**src/hdl/fpm_pkg.sv**
```systemverilog
// shared constants and types for the fuzzy partition membership core
package fpm_pkg;

	localparam int VALUE_BITS = 16;
	localparam int MAX_SETS   = 7;
	localparam int POS_REGS   = 7;
	localparam int IDX_W      = 3;
	localparam int COUNT_W    = 3;
	localparam int FRAC_BITS  = 15;
	localparam int MEM_W      = 16;
	localparam int CFG_IDX_W  = 3;
	localparam int CFG_DATA_W = VALUE_BITS;

	localparam logic [COUNT_W-1:0] MAX_COUNT       = COUNT_W'(MAX_SETS);
	localparam logic [COUNT_W-1:0] SET_COUNT_RESET = COUNT_W'(1);
	localparam logic [MEM_W-1:0]   ONE_Q15         = MEM_W'(1) << FRAC_BITS;

	// register indexes
	localparam logic [CFG_IDX_W-1:0] REG_SET_COUNT = CFG_IDX_W'(0);
	localparam logic [CFG_IDX_W-1:0] REG_POS_BASE  = CFG_IDX_W'(1);

	typedef logic [POS_REGS-1:0][VALUE_BITS-1:0] pos_arr_t;

	typedef struct packed {
		logic signed [VALUE_BITS-1:0] sample;
		logic [IDX_W-1:0]             set_index;
	} item_t;

	typedef struct packed {
		logic [MEM_W-1:0] membership;
		logic             bad_index;
	} result_t;

	// one item in flight through the divider chain
	typedef struct packed {
		logic [VALUE_BITS-1:0] rem;
		logic [VALUE_BITS-1:0] den;
		logic [FRAC_BITS-1:0]  quo;
		logic                  use_div;
		logic                  one;
		logic                  bad;
	} pipe_t;

	// flow control between neighboring stages
	typedef struct packed {
		logic valid;
		logic hold;
	} flow_t;

endpackage

```
**src/hdl/fpm_front.sv**
```systemverilog
// front stage: set selection, edge decision and divider operands
module fpm_front (
	input  logic             clk,
	input  logic             arst_n,
	input  logic             item_valid,
	input  fpm_pkg::item_t   item,
	input  logic [fpm_pkg::COUNT_W-1:0] set_count,
	input  fpm_pkg::pos_arr_t pos,
	input  logic             down_hold,
	output fpm_pkg::flow_t   flow,
	output fpm_pkg::pipe_t   data_s1
);
	import fpm_pkg::*;

	logic                         valid_q;
	logic [COUNT_W-1:0]           count;
	logic [COUNT_W-1:0]           last;
	logic [IDX_W-1:0]             idx;
	logic [IDX_W-1:0]             idx_prev;
	logic [IDX_W-1:0]             idx_next;
	logic signed [VALUE_BITS-1:0] x;
	logic signed [VALUE_BITS-1:0] peak;
	logic signed [VALUE_BITS-1:0] prev;
	logic signed [VALUE_BITS-1:0] next;
	logic [VALUE_BITS-1:0]        rise_num;
	logic [VALUE_BITS-1:0]        rise_den;
	logic [VALUE_BITS-1:0]        fall_num;
	logic [VALUE_BITS-1:0]        fall_den;
	pipe_t                        nxt;
	logic                         hold;

	assign hold = valid_q && down_hold;
	assign flow = '{valid: valid_q, hold: hold};

	always_comb begin
		count    = (set_count > MAX_COUNT) ? MAX_COUNT : set_count;
		last     = count - COUNT_W'(1);
		idx      = item.set_index;
		idx_prev = (idx == '0) ? idx : idx - IDX_W'(1);
		idx_next = (idx == IDX_W'(POS_REGS - 1)) ? idx : idx + IDX_W'(1);
		x        = item.sample;
		peak     = pos[idx];
		prev     = pos[idx_prev];
		next     = pos[idx_next];
		// differences are positive and below 2**VALUE_BITS where they are used
		rise_num = x - prev;
		rise_den = peak - prev;
		fall_num = next - x;
		fall_den = next - peak;

		nxt         = '0;
		nxt.den     = VALUE_BITS'(1);
		if (COUNT_W'(idx) >= count) begin
			nxt.bad = 1'b1;
		end else if (x == peak) begin
			nxt.one = 1'b1;
		end else if (COUNT_W'(idx) == last || (idx != '0 && x < peak)) begin
			if (x > peak || idx == '0) begin
				nxt.one = 1'b1;
			end else if (x > prev) begin
				nxt.use_div = 1'b1;
				nxt.rem     = rise_num;
				nxt.den     = rise_den;
			end
		end else if (x < peak) begin
			nxt.one = 1'b1;
		end else if (x < next) begin
			nxt.use_div = 1'b1;
			nxt.rem     = fall_num;
			nxt.den     = fall_den;
		end
	end

	always_ff @(posedge clk or negedge arst_n) begin
		if (!arst_n) begin
			valid_q <= 1'b0;
		end else if (!hold) begin
			valid_q <= item_valid;
		end
	end

	always_ff @(posedge clk) begin
		if (!hold) begin
			data_s1 <= nxt;
		end
	end

endmodule

```
**src/hdl/fpm_cell.sv**
```systemverilog
// divider cell: one restoring step, one quotient bit per stage
module fpm_cell (
	input  logic           clk,
	input  logic           arst_n,
	input  logic           up_valid,
	input  fpm_pkg::pipe_t up,
	input  logic           down_hold,
	output fpm_pkg::flow_t flow,
	output fpm_pkg::pipe_t data_q
);
	import fpm_pkg::*;

	logic                  valid_q;
	logic                  hold;
	logic [VALUE_BITS:0]   rem2;
	logic [VALUE_BITS-1:0] diff;
	logic                  take;
	pipe_t                 nxt;

	assign hold = valid_q && down_hold;
	assign flow = '{valid: valid_q, hold: hold};

	always_comb begin
		rem2     = {up.rem, 1'b0};
		diff     = rem2[VALUE_BITS-1:0] - up.den;
		take     = (rem2 >= {1'b0, up.den});
		nxt      = up;
		nxt.rem  = take ? diff : rem2[VALUE_BITS-1:0];
		nxt.quo  = {up.quo[FRAC_BITS-2:0], take};
	end

	always_ff @(posedge clk or negedge arst_n) begin
		if (!arst_n) begin
			valid_q <= 1'b0;
		end else if (!hold) begin
			valid_q <= up_valid;
		end
	end

	always_ff @(posedge clk) begin
		if (!hold) begin
			data_q <= nxt;
		end
	end

endmodule

```
**src/hdl/fuzzy_partition_membership_core.sv**
```systemverilog
// top level: configuration registers, front stage and divider cell chain
//
// Evaluates one set of an ordered fuzzy partition at a Q8.8 sample and returns
// its membership in unsigned Q1.15 (32768 is 1.0) with a flag for a set index
// at or beyond set_count. One item is accepted every cycle while item_stall is
// low; each result passes through one front stage that picks the edge and its
// operands, then a chain of 15 divider cells, each producing one quotient bit,
// the last of which holds the result for the output transfer. When the output
// stalls, bubbles in the chain still close up, so input transfers continue
// until the chain is full. The user must write configuration only while the
// block is idle; the block itself does not enforce it.
module fuzzy_partition_membership_core (
	input  logic                             clk,
	input  logic                             arst_n,
	input  logic                             cfg_we,
	input  logic [fpm_pkg::CFG_IDX_W-1:0]    cfg_index,
	input  logic [fpm_pkg::CFG_DATA_W-1:0]   cfg_data,
	input  logic                             item_valid,
	output logic                             item_stall,
	input  fpm_pkg::item_t                   item,
	output logic                             result_valid,
	input  logic                             result_stall,
	output fpm_pkg::result_t                 result
);
	import fpm_pkg::*;

	logic [COUNT_W-1:0] set_count_q;
	pos_arr_t           pos_q;
	logic [CFG_IDX_W-1:0] pos_sel;

	flow_t              flow    [FRAC_BITS+1];
	pipe_t              data    [FRAC_BITS+1];
	logic               hold_in [FRAC_BITS+2];

	assign pos_sel = cfg_index - REG_POS_BASE;

	always_ff @(posedge clk or negedge arst_n) begin
		if (!arst_n) begin
			set_count_q <= SET_COUNT_RESET;
			pos_q       <= '0;
		end else if (cfg_we) begin
			if (cfg_index == REG_SET_COUNT) begin
				set_count_q <= cfg_data[COUNT_W-1:0];
			end else begin
				pos_q[pos_sel] <= cfg_data[VALUE_BITS-1:0];
			end
		end
	end

	assign hold_in[FRAC_BITS+1] = result_stall;

	fpm_front u_front (
		.clk        (clk),
		.arst_n     (arst_n),
		.item_valid (item_valid),
		.item       (item),
		.set_count  (set_count_q),
		.pos        (pos_q),
		.down_hold  (hold_in[1]),
		.flow       (flow[0]),
		.data_s1    (data[0])
	);
	assign hold_in[0] = flow[0].hold;

	for (genvar i = 1; i <= FRAC_BITS; i++) begin : g_cell
		fpm_cell u_cell (
			.clk       (clk),
			.arst_n    (arst_n),
			.up_valid  (flow[i-1].valid),
			.up        (data[i-1]),
			.down_hold (hold_in[i+1]),
			.flow      (flow[i]),
			.data_q    (data[i])
		);
		assign hold_in[i] = flow[i].hold;
	end

	assign item_stall   = hold_in[0];
	assign result_valid = flow[FRAC_BITS].valid;

	always_comb begin
		result.bad_index = data[FRAC_BITS].bad;
		if (data[FRAC_BITS].use_div) begin
			result.membership = MEM_W'(data[FRAC_BITS].quo);
		end else if (data[FRAC_BITS].one) begin
			result.membership = ONE_Q15;
		end else begin
			result.membership = '0;
		end
	end

endmodule
```
**config.mk**
```make
export PLATFORM = sky130hd
export DESIGN_NAME = fuzzy_partition_membership_core
export DESIGN_NICKNAME = d
export VERILOG_FILES = /design/src/hdl/fpm_pkg.sv /design/src/hdl/fpm_front.sv /design/src/hdl/fpm_cell.sv /design/src/hdl/fuzzy_partition_membership_core.sv
export SDC_FILE = /design/constraint.sdc
export NUM_CORES = 2
export LEC_CHECK = 0
export BUFFER_PORTS_ARGS = -buffer_cell sky130_fd_sc_hd__buf_2
export CORE_UTILIZATION = 58
export DETAILED_ROUTE_END_ITERATION = 10
export GPL_TIMING_DRIVEN = 0
export PLACE_DENSITY = 0.74
export SYNTH_ARGS = -nofsm -noshare
export SYNTH_HDL_FRONTEND = slang
export SYNTH_SLANG_ARGS = --single-unit
```
**constraint.sdc**
```tcl
create_clock -name clk -period 6.7 [get_ports clk]
set_clock_uncertainty 0.2 [all_clocks]
set_input_delay 1.34 -clock clk [delete_from_list [all_inputs] [get_ports clk]]
set_output_delay 1.34 -clock clk [all_outputs]
set_load 0.02 [all_outputs]
```
==> summary.md <==
| Metric | Value |
|---|---|
| Final instance area | `roughly 0.05 mm2` |
| CP startpoint | `item[0]` |
| Routed via count | `31.8k` |
| Clock Sinks | `779` |
| CTS buffer count | `~80` |
| Clock transition at path regs | `70 ps` |
| Net Count, Synth | `~4.5k` |
| Slew HR | `0.101` |
| Peak Freq | `153 MHz` |
| Vias per inst | `between 5 and 6` |
| Pleak | `approximately 0.020 uW` |
| Syn Area/Cell | `11.1 um2` |
| Global-route wire length before repair | `170000 um` |
| Area Overhead vs Synth | `10.4%` |
| Synth warn | `0` |
| Final ANT Viol Nets | `0` |
| Final GP Congestion | `0.977` |
| # setup viols final | `0` |
| Arr. time, crit path | `6710 ps` |
| Largest net degree at the start of global routing | `slightly below 100` |
| I/O pins | `62` |
| Crit path to | `u_front.data_s1[21]` |
| Dpl ws | `-703 ps` |
| Number of library cell types mapped by synthesis | `95` |
| Crit path time final | `about 6500 ps` |
| Total Wirelength | `roughly 110000 um` |
| RSZ-0062 raised after global routing | `yes` |
| Post-CTS Setup Bufs | `0` |
| Final global-route overflow total | `0` |
| Crit path max fanout | `10` |
| Remaining DRCs | `0` |
| CTS tree | `yes` |
| Critical Path RT | `between 6000 and 7000 ps` |
| Worst Tran Pin Value | `1340 ps` |
| Syn Inst Count | `4062` |
| All-Layer GR Usage | `0.276` |
| Drt pass-1 iters | `6` |
| Clock Tree Buf Depth | `3` |
| Filler Cell Count | `5909` |
| Period utilization | `0.975` |
| Reg2Reg Capture Point | `u_front.data_s1[32]` |
| Die area | `0.0788 mm2` |
| PwrDens | `587 mW/mm2` |
| Worst min path class | `register to register` |
| Clock Root Buffer | `clkbuf_16` |
| Seq/Total Area, Yosys | `0.505` |
| Initial DRC Count | `2557` |
| Hold Vio Cnt, Final | `0` |
| Max Slew Vio Count | `0` |
| Max-Cap Viols | `0` |
| Wire per inst | `approximately 20 um` |
| FF-to-FF setup slack | `~1700 ps` |
| Share of layout cells above drive strength 1 | `0.127` |
| Die X | `281 um` |
| Peak supply drop | `410 uV` |
| Clk_lat worst skew | `around 650 ps` |
| Crit Path Category | `input port to register` |
| Critical R2R Launch | `pos_q[47]` |
| Outcome | `complete, no violations` |
| Initial antenna violation count | `3` |
| Post_cts resized | `1` |
| EDFF count, synth | `648` |
| Critical path endpoint category | `register` |
| Core Area | `roughly 0.076 mm2` |
| Worst r2r path cells | `12` |
| Die Ht | `281 um` |
| Final core occ | `0.651` |
| Starting Density | `0.589` |
| CP Launch Type | `input port` |
| FF+latch count, synth | `779` |
| Rows | `101` |
| Port Buffers | `61` |
| Final Net Count | `4607` |
| Max H-tree Level | `3` |
| Post-Place Cell Area | `0.0469 mm2` |
| Cell area after synthesis | `between 0.04 and 0.05 mm2` |
| Dpl hpwl | `80500 um` |
| Cts hold-fix bufs | `0` |
| Vias in the first global route | `31.1k` |
| Final WS setup | `171 ps` |
| Ys async rst share | `0.168` |
| Synth Flop Type | `edfxtp_1` |
[registers in the layout (all words and copies together), names as in the netlist]
register / count
g_cell.u_cell.data_q: 613
g_cell.u_cell.valid_q: 15
pos_q: 112
set_count_q: 3
u_front.data_s1: 35
u_front.valid_q: 1
[synthesized netlist by cell type (15+ instances only)]
cell type,number,share of area
a22oi_1,20,0.0033
mux2_2,212,0.053
nand2b_1,54,0.0075
o21ai_0,145,0.016
a21o_1,67,0.011
clkbuf_1,62,0.0052
a31oi_1,27,0.0037
o31a_1,22,0.0043
inv_1,369,0.031
o21bai_1,15,0.0025
and3_1,46,0.0064
fa_1,18,0.0080
dfrtp_1,130,0.072
nand4_1,50,0.0069
nand3_1,66,0.0073
nor2b_1,53,0.0074
a311oi_1,18,0.0035
o21a_1,91,0.015
o211ai_1,20,0.0033
or3_1,38,0.0053
nor3_1,69,0.0077
o221ai_1,17,0.0033
edfxtp_1,648,0.43
nand2_1,331,0.028
ha_1,327,0.091
mux4_2,16,0.0080
xnor2_1,95,0.018
a211oi_1,19,0.0032
a41oi_1,17,0.0033
and2_1,40,0.0056
xor2_1,83,0.016
buf_2,29,0.0032
mux2i_1,48,0.011
nor2_1,303,0.025
a21oi_1,300,0.033
[cell usage in the layout, fill, tap and decap left out, types with 14 or more instances in the layout]
cell type / netlist / final
o211ai_1: 20 / 20
nor3_1: 69 / 68
clkbuf_16: 0 / 85
a311oi_1: 18 / 18
mux4_2: 16 / 16
mux2_2: 212 / 212
nand2b_1: 54 / 54
a21o_1: 67 / 67
o21a_1: 91 / 91
xnor2_1: 95 / 95
clkinv_2: 0 / 14
and3_1: 46 / 46
xor2_1: 83 / 83
a22oi_1: 20 / 20
nand3_1: 66 / 63
o31a_1: 22 / 22
ha_1: 327 / 327
clkinv_1: 0 / 14
fa_1: 18 / 18
clkbuf_1: 62 / 67
dfrtp_1: 130 / 130
o221ai_1: 17 / 17
buf_2: 29 / 89
nor2b_1: 53 / 53
nor2_1: 303 / 302
a41oi_1: 17 / 17
or3_1: 38 / 38
nand2_1: 331 / 326
a21oi_1: 300 / 300
a31oi_1: 27 / 27
inv_1: 369 / 364
o21ai_0: 145 / 145
clkbuf_2: 1 / 15
and2_1: 40 / 40
o21bai_1: 15 / 15
nand4_1: 50 / 50
edfxtp_1: 648 / 648
a211oi_1: 19 / 19
mux2i_1: 48 / 48
[how the worst min path moves through the flow]
stage | startpoint | to | slack (ps) | cells past startpoint
2_1_floorplan | g_cell[9].u_cell.data_q[0] | g_cell[10].u_cell.data_q[0] | 200 | 0
3_3_place_gp | g_cell[14].u_cell.data_q[5] | g_cell[15].u_cell.data_q[6] | 200 | 0
3_5_place_dp | g_cell[9].u_cell.data_q[6] | g_cell[10].u_cell.data_q[7] | 200 | 0
4_1_cts | g_cell[1].u_cell.data_q[1] | g_cell[2].u_cell.data_q[1] | 210 | 0
5_1_grt | g_cell[1].u_cell.data_q[1] | g_cell[2].u_cell.data_q[1] | 210 | 0
6_report | g_cell[12].u_cell.data_q[8] | g_cell[13].u_cell.data_q[9] | 200 | 0
[report_power, final]
| part | internal [uW] | leakage, uW | switching, uW |
|---|---|---|---|
| combinational | 6670 | 0.0105 | 8270 |
| sequential | 8320 | 0.00847 | 1310 |
| clock | 2700 | 0.00134 | 1930 |
[metrics by stage]
stage	hold slack [ps]	instances	power (uW)	TNS (ps)
final	203	5319	29200	0
after global routing	210	5319	31300	-190
after global placement	201	5153	24000	-60530
after floorplan	200	4062	20600	0
after detailed placement	205	5164	24400	-16290
after CTS	207	5314	29200	0
[metal layers]
metal | global-route usage | up-vias | wire, um
li1 | - | 15200 | -
met1 | 0.367 | 15400 | 46200
met2 | 0.460 | 1001 | 51900
met3 | 0.0406 | 250 | 6210
met4 | 0.105 | 0 | 3760
met5 | 0 | - | 0
[logic make-up after synthesis]
kind of cell	Yosys count	share of synthesized area
xor+xnor	181	0.0360
buf+inv	474	0.0411
simple gates	1101	0.115
fa+ha+maj	345	0.0988
mux	283	0.0740
flops	779	0.505
compound gates	899	0.130
[area by class of cell]
cell class / instances / area (um2) / share of cell area
buffer: 104 / 480 / 0.00966
sequential: 779 / 22700 / 0.457
inverter: 370 / 1390 / 0.0279
clock buffer: 106 / 2250 / 0.0451
tap: 1030 / 1290 / 0.0259
multi-input combinational: 2809 / 20500 / 0.412
antenna: 3 / 7.51 / 0.000151
clock inverter: 44 / 505 / 0.0102
timing repair buffer: 74 / 577 / 0.0116
[worst max-delay path, cell delays in order]
cell and delay [ps]:
buf_2 150, inv_1 290, ha_1 260, nand2_1 230, xnor2_2 570, clkbuf_1 660
nand2_1 120, nand3_1 120, a21oi_1 90, a21oi_1 300, ha_1 360, nor2b_1 160
o21ai_0 360, a21oi_1 170, o21bai_1 200, a21oi_1 90, o2111a_1 400, clkbuf_1 360
a31oi_1 340, nor2_1 90
Note: power is estimated with default switching activity, not from simulation.
